--- config.mk ---
export PLATFORM = sky130hd
export DESIGN_NAME = yuv_to_rgb_pixel_converter_core
export DESIGN_NICKNAME = d
export VERILOG_FILES = /design/src/rtl/yuv2rgb_pkg.sv /design/src/rtl/yuv2rgb_matrix.sv /design/src/rtl/yuv_to_rgb_pixel_converter_core.sv
export SDC_FILE = /design/constraint.sdc
export NUM_CORES = 1
export LEC_CHECK = 0
export ABC_AREA = 1
export BUFFER_PORTS_ARGS = -buffer_cell sky130_fd_sc_hd__buf_2
export CAP_MARGIN = 20
export CORE_MARGIN = 5
export CORE_UTILIZATION = 52
export CTS_BUF_LIST = sky130_fd_sc_hd__clkbuf_4
export CTS_CLUSTER_DIAMETER = 30
export DETAILED_ROUTE_END_ITERATION = 8
export GPL_TIMING_DRIVEN = 0
export PLACE_DENSITY = 0.68
export REMOVE_ABC_BUFFERS = 1
export SLEW_MARGIN = 0
export SYNTH_ARGS = -nofsm -noshare
export SYNTH_HDL_FRONTEND = slang
export SYNTH_SLANG_ARGS = --single-unit
--- constraint.sdc ---
create_clock -name clk -period 12.8 [get_ports clk]
set_input_delay 1.28 -clock clk [delete_from_list [all_inputs] [get_ports clk]]
set_output_delay 1.28 -clock clk [all_outputs]
set_load 0.01 [all_outputs]
--- src/rtl/yuv2rgb_pkg.sv ---
package yuv2rgb_pkg;

    // widths
    localparam int CfgW  = 9;
    localparam int SampW = 8;
    localparam int NormW = 14;
    localparam int CompW = 15;
    localparam int SumW  = 28;
    localparam int ClipW = 25;

    // q12 normalization and bt.601 matrix constants
    localparam int Q_ONE    = 4096;
    localparam int U_SCALE  = 3572;
    localparam int U_BIAS   = 1786;
    localparam int V_SCALE  = 5038;
    localparam int V_BIAS   = 2519;
    localparam int K_RV     = 4669;
    localparam int K_GU     = 1616;
    localparam int K_GV     = 2378;
    localparam int K_BU     = 8324;
    localparam int NORM_DIV = 510;

    localparam logic signed [SumW-1:0] SUM_MAX = 28'sd16777216;

    // register indexes
    typedef logic [1:0] cfg_index_t;
    localparam cfg_index_t REG_LUMA_OFFSET = 2'd0;
    localparam cfg_index_t REG_BLUE_OFFSET = 2'd1;
    localparam cfg_index_t REG_RED_OFFSET  = 2'd2;

    typedef struct packed {
        logic signed [CfgW-1:0] luma;
        logic signed [CfgW-1:0] blue;
        logic signed [CfgW-1:0] red;
    } offsets_t;

    typedef logic signed [NormW-1:0] norm_t;
    typedef norm_t norm_tbl_t [256];

    // round(s * scale / 255) - bias for every 8-bit sample, built at elaboration
    function automatic norm_tbl_t build_norm(input int scale, input int bias);
        norm_tbl_t t;
        for (int i = 0; i < 256; i++) begin
            t[i] = NormW'((i * scale * 2 + 255) / NORM_DIV - bias);
        end
        return t;
    endfunction

    localparam norm_tbl_t Y_TBL = build_norm(Q_ONE, 0);
    localparam norm_tbl_t U_TBL = build_norm(U_SCALE, U_BIAS);
    localparam norm_tbl_t V_TBL = build_norm(V_SCALE, V_BIAS);

    // clamp a q24 sum to [0, 1.0] and scale by 255 with truncation
    function automatic logic [SampW-1:0] to_channel(input logic signed [SumW-1:0] sum);
        logic [ClipW-1:0] c;
        logic [ClipW+SampW-1:0] p;
        if (sum < 0) begin
            c = '0;
        end else if (sum > SUM_MAX) begin
            c = SUM_MAX[ClipW-1:0];
        end else begin
            c = sum[ClipW-1:0];
        end
        p = {c, 8'b0} - {8'b0, c};
        return p[ClipW+SampW-2:ClipW-1];
    endfunction

endpackage

--- src/rtl/yuv2rgb_matrix.sv ---
module yuv2rgb_matrix (
    input  logic [7:0]           luma,
    input  logic [7:0]           chroma_blue,
    input  logic [7:0]           chroma_red,
    input  yuv2rgb_pkg::offsets_t offs,
    output logic [7:0]           red,
    output logic [7:0]           green,
    output logic [7:0]           blue
);
    import yuv2rgb_pkg::*;

    logic signed [CompW-1:0] y_q;
    logic signed [CompW-1:0] u_q;
    logic signed [CompW-1:0] v_q;
    logic signed [SumW-1:0]  y_w;
    logic signed [SumW-1:0]  rv;
    logic signed [SumW-1:0]  gu;
    logic signed [SumW-1:0]  gv;
    logic signed [SumW-1:0]  bu;

    // normalized samples plus offsets (offset lsb is 1/256, so shift by 4 into q12)
    always_comb
    begin
        y_q = CompW'(Y_TBL[luma])        + CompW'($signed({offs.luma, 4'b0000}));
        u_q = CompW'(U_TBL[chroma_blue]) + CompW'($signed({offs.blue, 4'b0000}));
        v_q = CompW'(V_TBL[chroma_red])  + CompW'($signed({offs.red,  4'b0000}));
    end

    // constant-coefficient products in q24
    always_comb
    begin
        y_w = SumW'(y_q) <<< 12;
        rv  = SumW'(v_q) * SumW'(K_RV);
        gu  = SumW'(u_q) * SumW'(K_GU);
        gv  = SumW'(v_q) * SumW'(K_GV);
        bu  = SumW'(u_q) * SumW'(K_BU);
    end

    assign red   = to_channel(y_w + rv);
    assign green = to_channel(y_w - gu - gv);
    assign blue  = to_channel(y_w + bu);

endmodule

--- src/rtl/yuv_to_rgb_pixel_converter_core.sv ---
// channel | direction | handshake             | payload
// --------+-----------+-----------------------+-----------------------------------
// in      | input     | in_valid / in_stall   | luma, chroma_blue, chroma_red
// out     | output    | out_valid / out_stall | red, green, blue
// cfg     | input     | cfg_we                | cfg_index, cfg_data (9-bit signed)
//
// one pixel per clock sustained while out_stall is low; a taken beat passes through the
// input register, then the result register, to the output
// the matrix is pure combinational logic between the two registers
// reset clears the offsets to zero and both valid flags
// in_stall rises only when the input register holds a pixel that cannot move
// because the result register is full and stalled
module yuv_to_rgb_pixel_converter_core (
    input  logic                          clk,
    input  logic                          rst_n,
    input  logic                          in_valid,
    output logic                          in_stall,
    input  logic [7:0]                    luma,
    input  logic [7:0]                    chroma_blue,
    input  logic [7:0]                    chroma_red,
    output logic                          out_valid,
    input  logic                          out_stall,
    output logic [7:0]                    red,
    output logic [7:0]                    green,
    output logic [7:0]                    blue,
    input  logic                          cfg_we,
    input  yuv2rgb_pkg::cfg_index_t       cfg_index,
    input  logic [yuv2rgb_pkg::CfgW-1:0]  cfg_data
);
    import yuv2rgb_pkg::*;

    // offset registers
    offsets_t   offs_reg;
    offsets_t   offs_next;

    // input stage
    logic       in_valid_reg;
    logic       in_valid_next;
    logic [7:0] luma_reg;
    logic [7:0] cb_reg;
    logic [7:0] cr_reg;

    // result stage
    logic       out_valid_reg;
    logic       out_valid_next;
    logic [7:0] red_reg;
    logic [7:0] green_reg;
    logic [7:0] blue_reg;

    logic       in_take;
    logic       advance;
    logic [7:0] red_c;
    logic [7:0] green_c;
    logic [7:0] blue_c;

    // config writes, index beyond the register list is dropped
    always_comb
    begin
        offs_next = offs_reg;
        if (cfg_we)
        begin
            case (cfg_index)
                REG_LUMA_OFFSET: offs_next.luma = $signed(cfg_data);
                REG_BLUE_OFFSET: offs_next.blue = $signed(cfg_data);
                REG_RED_OFFSET:  offs_next.red  = $signed(cfg_data);
                default:         offs_next      = offs_reg;
            endcase
        end
    end

    // result register is free when empty or being drained this cycle
    assign advance  = in_valid_reg && (!out_valid_reg || !out_stall);
    assign in_stall = in_valid_reg && !advance;
    assign in_take  = in_valid && !in_stall;

    always_comb
    begin
        in_valid_next = in_valid_reg;
        if (in_take)
        begin
            in_valid_next = 1'b1;
        end
        else if (advance)
        begin
            in_valid_next = 1'b0;
        end

        out_valid_next = out_valid_reg;
        if (advance)
        begin
            out_valid_next = 1'b1;
        end
        else if (out_valid_reg && !out_stall)
        begin
            out_valid_next = 1'b0;
        end
    end

    always_ff @(posedge clk or negedge rst_n)
    begin
        if (!rst_n)
        begin
            offs_reg      <= '0;
            in_valid_reg  <= 1'b0;
            out_valid_reg <= 1'b0;
        end
        else
        begin
            offs_reg      <= offs_next;
            in_valid_reg  <= in_valid_next;
            out_valid_reg <= out_valid_next;
        end
    end

    // input beat capture
    always_ff @(posedge clk)
    begin
        if (in_take)
        begin
            luma_reg <= luma;
            cb_reg   <= chroma_blue;
            cr_reg   <= chroma_red;
        end
    end

    // normalize, offset, matrix, clamp and scale
    yuv2rgb_matrix u_matrix (
        .luma        (luma_reg),
        .chroma_blue (cb_reg),
        .chroma_red  (cr_reg),
        .offs        (offs_reg),
        .red         (red_c),
        .green       (green_c),
        .blue        (blue_c)
    );

    // result beat, held while stalled
    always_ff @(posedge clk)
    begin
        if (advance)
        begin
            red_reg   <= red_c;
            green_reg <= green_c;
            blue_reg  <= blue_c;
        end
    end

    assign out_valid = out_valid_reg;
    assign red       = red_reg;
    assign green     = green_reg;
    assign blue      = blue_reg;

endmodule

# Word level (Yosys, flattened, before mapping)
# Memory sizes are Yosys's and may differ from the RTL's.
# Index checks and enable logic that the tools add are counted.
# word_totals
regBits	77
mem_bits_ro	10752
in_bits	40
word_cells	73
mem_count	3
# mem_list
name	depth	word_bits	read_ports	rd_ports_with_merged_regs	write_ports	line_no	source
(name not given)	256	14	1	0	0	yuv2rgb_matrix.sv:24	y_q = CompW'(Y_TBL[luma]) + CompW'($signed({offs.luma, 4'b0000}));
(name not given)	256	14	1	0	0	yuv2rgb_matrix.sv:26	v_q = CompW'(V_TBL[chroma_red]) + CompW'($signed({offs.red, 4'b0000}));
(name not given)	256	14	1	0	0	yuv2rgb_matrix.sv:25	u_q = CompW'(U_TBL[chroma_blue]) + CompW'($signed({offs.blue, 4'b0000}));
# classes
addsub	10
n_mul	4
magnitude_cmp	9
n_eq_ne	2
mux	16
n_bitwise	3
n_reduce_logical	15
# op_table
op	count
two-way mux 25 bit	6
subtractor 32 x 25 -> 32 bit	3
greater-than comparator 28 x 26 -> 1 bit, second input constant	3
< comparator 28 x 1 -> 1 bit, second input constant	3
two-way mux 14 bit	6
adder 27 x 28 -> 28 bit	2
adder 14 x 13 -> 15 bit	3
multiplier 15 x 14 -> 28 bit, second input constant	1
subtractor 27 x 27 -> 28 bit	1
subtractor 28 bit	1
greater-or-equal comparator 9 bit, second input constant	3
multiplier 15 x 12 -> 27 bit, second input constant	1
NOT 8 -> 9 bit	3
multiplier 15 x 13 -> 26 bit, second input constant	1
multiplier 15 x 8 -> 23 bit, second input constant	1
AND reduction 2 bit	3
logical AND 1 bit	4
zero test 1 bit	4
two-way mux 1 bit	4
nonzero test 2 bit	2
== test 2 x 1 -> 1 bit, second input constant	1
== test 2 bit, second input constant	1
zero test 2 bit	1
logical OR 1 bit	1

# Logic depth before layout (Yosys ltp)
# logic_depth
word_depth	12
ltp_mapped	69
mapped_depth_nobuf	68

# By module
# From an unflattened synthesis, not the netlist that was laid out.
# hier_totals
cells_unflattened	3602
hier_area_um2	24875.1
# by_module_without_submodules
mod	n_inst	cells_per_inst	area_each_um2	seq_area_each_um2
yuv2rgb_matrix	1	3422	22201.3	0.0
yuv_to_rgb_pixel_converter_core	1	180	2673.8	2167.1

# Worst setup path after synthesis
# Ideal clock, no wire load.
# synth_timing
path_type	reg2reg
start	reg cr_reg[3]
end	reg red_reg[4], in the netlist red[4] (data pin)
t_arrival_ns	11.418
required_ns	12.548
setup_slack_ns	1.129
path_stages_with_launch	54
path_buffers	7
path_cell_list	edfxtp_1 > buf_4 > clkbuf_1 > buf_1 > clkbuf_1 > o21ai_0 > nand3_1 > nand3_1 > a21oi_1 > o221ai_1 > ha_1 > fa_1 > nand3_1 > nand2_1 > nand3_1 > nand3_1 > nand2_2 > buf_1 > [18 not listed] > nand2_1 > o21ai_1 > nand4_2 > buf_2 > nor2_1 > inv_1 > ha_1 > a21oi_1 > nor2_1 > a211oi_1 > nand2_1 > or2_2 > a221oi_1 > nand2_1 > nand2_1 > nand2_1 > nand2_1 > nand2_1
# synth_between
elab_chain_len	11
# synth_lines
item	line_no	source
start: declaration	yuv_to_rgb_pixel_converter_core.sv:41	logic [7:0] cr_reg;
start signal: assignment	yuv_to_rgb_pixel_converter_core.sv:122	cr_reg <= chroma_red;
NOT 8 -> 9 bit (implied by the code) (*)	yuv2rgb_matrix.sv:26	
memory (256 x 14 bit) (*)	--	
two-way mux 14 bit (implied by the code) (*) (2 in a row)	yuv2rgb_matrix.sv:26	
adder 14 x 13 -> 15 bit (*)	yuv2rgb_matrix.sv:26	
multiplier 15 x 14 -> 28 bit (*)	yuv2rgb_matrix.sv:33	rv = SumW'(v_q) * SumW'(K_RV);
adder 27 x 28 -> 28 bit (*)	yuv2rgb_matrix.sv:39	assign red = to_channel(y_w + rv);
greater-than comparator 28 x 26 -> 1 bit	yuv2rgb_pkg.sv:59	end else if (sum > SUM_MAX) begin
two-way mux 25 bit	yuv2rgb_pkg.sv:59	
two-way mux 25 bit (*)	yuv2rgb_pkg.sv:57	if (sum < 0) begin
subtractor 32 x 25 -> 32 bit (*)	yuv2rgb_pkg.sv:64	p = {c, 8'b0} - {8'b0, c};
named net red_c[4]	yuv_to_rgb_pixel_converter_core.sv:52	logic [7:0] red_c;
end signal: assignment	yuv_to_rgb_pixel_converter_core.sv:142	red_reg <= red_c;
end: declaration	yuv_to_rgb_pixel_converter_core.sv:46	logic [7:0] red_reg;
# Mark *: on every way through the listed nets, which the timed path passes. The rest lies on a longest branch. The select of a mux whose other input is x is not followed.
# A chain may end at the register's enable or synchronous reset.

# Final worst setup path
# layout_timing
start	reg cr_reg[1]
end	reg green_reg[2], in the netlist green[2] (data pin)
# layout_between
elab_chain_len	11
# layout_lines
item	line_no	source
NOT 8 -> 9 bit (implied by the code) (*)	yuv2rgb_matrix.sv:26	
memory (256 x 14 bit) (*)	--	
two-way mux 14 bit (implied by the code) (*) (2 in a row)	yuv2rgb_matrix.sv:26	
adder 14 x 13 -> 15 bit (*)	yuv2rgb_matrix.sv:26	
multiplier 15 x 12 -> 27 bit (*)	yuv2rgb_matrix.sv:35	gv = SumW'(v_q) * SumW'(K_GV);
subtractor 28 bit (*)	yuv2rgb_matrix.sv:40	assign green = to_channel(y_w - gu - gv);
greater-than comparator 28 x 26 -> 1 bit	yuv2rgb_pkg.sv:59	
two-way mux 25 bit	yuv2rgb_pkg.sv:59	
two-way mux 25 bit (*)	yuv2rgb_pkg.sv:57	
subtractor 32 x 25 -> 32 bit (*)	yuv2rgb_pkg.sv:64	
named net green_c[2]	yuv_to_rgb_pixel_converter_core.sv:53	logic [7:0] green_c;
end signal: assignment	yuv_to_rgb_pixel_converter_core.sv:143	green_reg <= green_c;
end: declaration	yuv_to_rgb_pixel_converter_core.sv:47	logic [7:0] green_reg;
# Marked as above.

==> results.json <==
{
  "rrSetupSlack_ns": 0.66,
  "start_util": 0.526,
  "yosys.area.top_type": "ha_1",
  "clock_skew_ns": 0.0736,
  "cts_buffer_depth": 2,
  "fp.dieW_um": 227,
  "synth_common_cells": "inv_1, nand2_1, ha_1",
  "slew_headroom": 0.315,
  "worst_path_max_delay_cell": "edfxtp_1",
  "yosys.cell_count.top_type": "inv_1",
  "cp.depth": 60,
  "synthTopCellsByArea": "ha_1, fa_1, inv_1, nand2_1, edfxtp_1",
  "critical_path_buf_inv_count": 11,
  "rows": 79,
  "grt_max_degree": 40,
  "syn-instance-count": 3533,
  "slowest_delay_ns": 0.54,
  "synth_seq_cells": 77,
  "crit_type": "reg2reg",
  "status": "finished clean",
  "cp-end-kind": "flip-flop",
  "crit_path_frequent_cell": "nor2_1",
  "core_sq_um": 46700,
  "numPortBuffers": 65,
  "largest_register_ffs": 27,
  "netlist.area_leader.share": 0.222,
  "first_pass_iters": 8,
  "avgSynthCellArea_sq_um": 6.95,
  "antenna_found_initial": 3,
  "cts_tree": "done",
  "crit_family": "adder cells",
  "post_drt_wl_per_cell_um": 16.2,
  "min_from": "offs_reg[22]",
  "vias": 23224,
  "numClockSinks": 77,
  "grt_pass1_wl_um": 110000,
  "gr-total-overflow": 0,
  "synthFlopType": "edfxtp_1",
  "required_ns": 13.12,
  "drv_slew": 0,
  "totalWireLength_um": 68600,
  "syn_area_sq_um": 24600,
  "grt_use_total": 0.263,
  "ios": 66,
  "first_global_vias": 21691,
  "min_path_type": "reg2reg",
  "layout.cells.non_filler": 4229,
  "dp_hpwl_um": 56800,
  "rr_startpoint": "cr_reg[1]",
  "synth_edf_count": 48,
  "dp_cells": 4169,
  "area_delta_synth_final_pct": 6.98,
  "cts-root-buf": "clkbuf_4",
  "async_reset_ff_frac": 0.377,
  "place_ws_ns": -1.64,
  "die_h_um": 227,
  "clkTransAtPathRegs_ns": 0.15,
  "post_drt_via_cell_ratio": 5.49,
  "drt_iter0_markers": 2184,
  "drv_cap": 0,
  "final_area_sq_um": 26300,
  "setup.worst_path.start_class": "flip-flop",
  "numCtsBuffers": 9,
  "path_max_fanout": 12,
  "synth_warnings": 0,
  "drc": 0,
  "arrival_ns": 12.45,
  "ys_types": 72,
  "r2r_cells": 60,
  "htreeDepth": 3,
  "drtAntennaViolNets": 0,
  "gp_congestion": 0.968,
  "die_area_sq_um": 51700,
  "fmax_mhz": 82.4,
  "synth_seq_area_share": 0.0882,
  "dpl_cell_area_sq_um": 25600,
  "nNetsFinal": 4254,
  "finalCritPeriodShare": 0.948,
  "startpoint": "cr_reg[1]",
  "finalSetupViolations": 0,
  "final.setup.worst_slack_ns": 0.665,
  "worstMarginPinSlew_ns": 1.02,
  "hold_viol_final": 0,
  "r2r_end": "green[2]",
  "worstSkewPairLatency_ns": 0.62,
  "crit_end": "green[2]",
  "finalWorstPathRequiredPeriod_ns": 12.14,
  "drive_gt1_frac": 0.0636
}
tightest hold or removal path, cell delays in order (launching register included):
cell and delay (ns):
dfrtp_1 0.38, nand2_1 0.05, o21ai_0 0.06
final cells by class:
| type | instances | area, sq um |
|---|---|---|
| inverters | 685 | 2600 |
| fillers | 4705 | 20400 |
| clock inverters | 7 | 88.8 |
| repair buffers | 114 | 793 |
| well taps | 607 | 759 |
| multi-input cells | 2725 | 19800 |
| repair inverters | 2 | 10.0 |
| clock buffers | 9 | 67.6 |
| diodes | 3 | 7.51 |
| flip-flops and latches | 77 | 2170 |
cells by family after synthesis:
kind of cell / count (synthesis) / synth area share
adder cells (fa/ha/maj): 600 / 0.356
AO/OA/AOI/OAI: 648 / 0.154
XOR/XNOR: 175 / 0.0636
buffers and inverters: 731 / 0.113
flip-flops: 77 / 0.0882
AND/OR/NAND/NOR: 1299 / 0.224
multiplexers: 3 / 0.00132
placed cells by master, fill, tap and decap left out, drive strengths merged, types with 9 or more instances in the layout:
| cell | n |
|---|---|
| a21o | 17 |
| a21oi | 260 |
| a31oi | 25 |
| buf | 114 |
| clkbuf | 9 |
| clkinvlp | 10 |
| dfrtp | 29 |
| edfxtp | 48 |
| fa | 164 |
| ha | 436 |
| inv | 678 |
| nand2 | 693 |
| nand3 | 152 |
| nand3b | 13 |
| nand4 | 37 |
| nor2 | 326 |
| nor3 | 54 |
| nor4 | 11 |
| o2111ai | 15 |
| o211ai | 28 |
| o21a | 12 |
| o21ai | 201 |
| o21bai | 12 |
| o31ai | 19 |
| xnor2 | 51 |
| xor2 | 123 |
what timing repair did:
| item | 4_1_cts | 5_1_grt |
|---|---|---|
| gates resized for setup | 12 | 34 |
| hold buffers | 0 | 0 |
| setup endpoints to repair | 16 | 16 |
| setup buffers | 7 | 30 |
| pin swaps | 0 | 3 |
| cloned | 2 | 0 |
worst min path at each step:
stage | endpoint | slack [ns] | depth (start not counted)
6_report | offs_reg[22] | 0.51 | 2
3_3_place_gp | out_valid | 0.45 | 2
2_1_floorplan | out_valid | 0.43 | 2
5_1_grt | offs_reg[24] | 0.55 | 2
4_1_cts | offs_reg[23] | 0.51 | 2
3_5_place_dp | offs_reg[23] | 0.48 | 2
routing by layer:
layer | track usage | up-vias | part of all wire
met5 | 0 | - | 0
met4 | 0.0598 | 0 | 0.022
met3 | 0.0352 | 103 | 0.062
met2 | 0.415 | 744 | 0.44
met1 | 0.386 | 10614 | 0.48
li1 | - | 11763 | -
metrics by stage:
stage	setup TNS, ns	utilization	hold WS, ns
finish	0	0.563	0.509
global route	-0.0171	0.563	0.548
CTS	0	0.555	0.513
detailed placement	-17.55	0.549	0.479
global placement	-37.43	0.545	0.454
floorplan	0	-	0.433
Power is not shown: default switching activity piles up to over one toggle a cycle in this logic, so the estimate is an artifact.
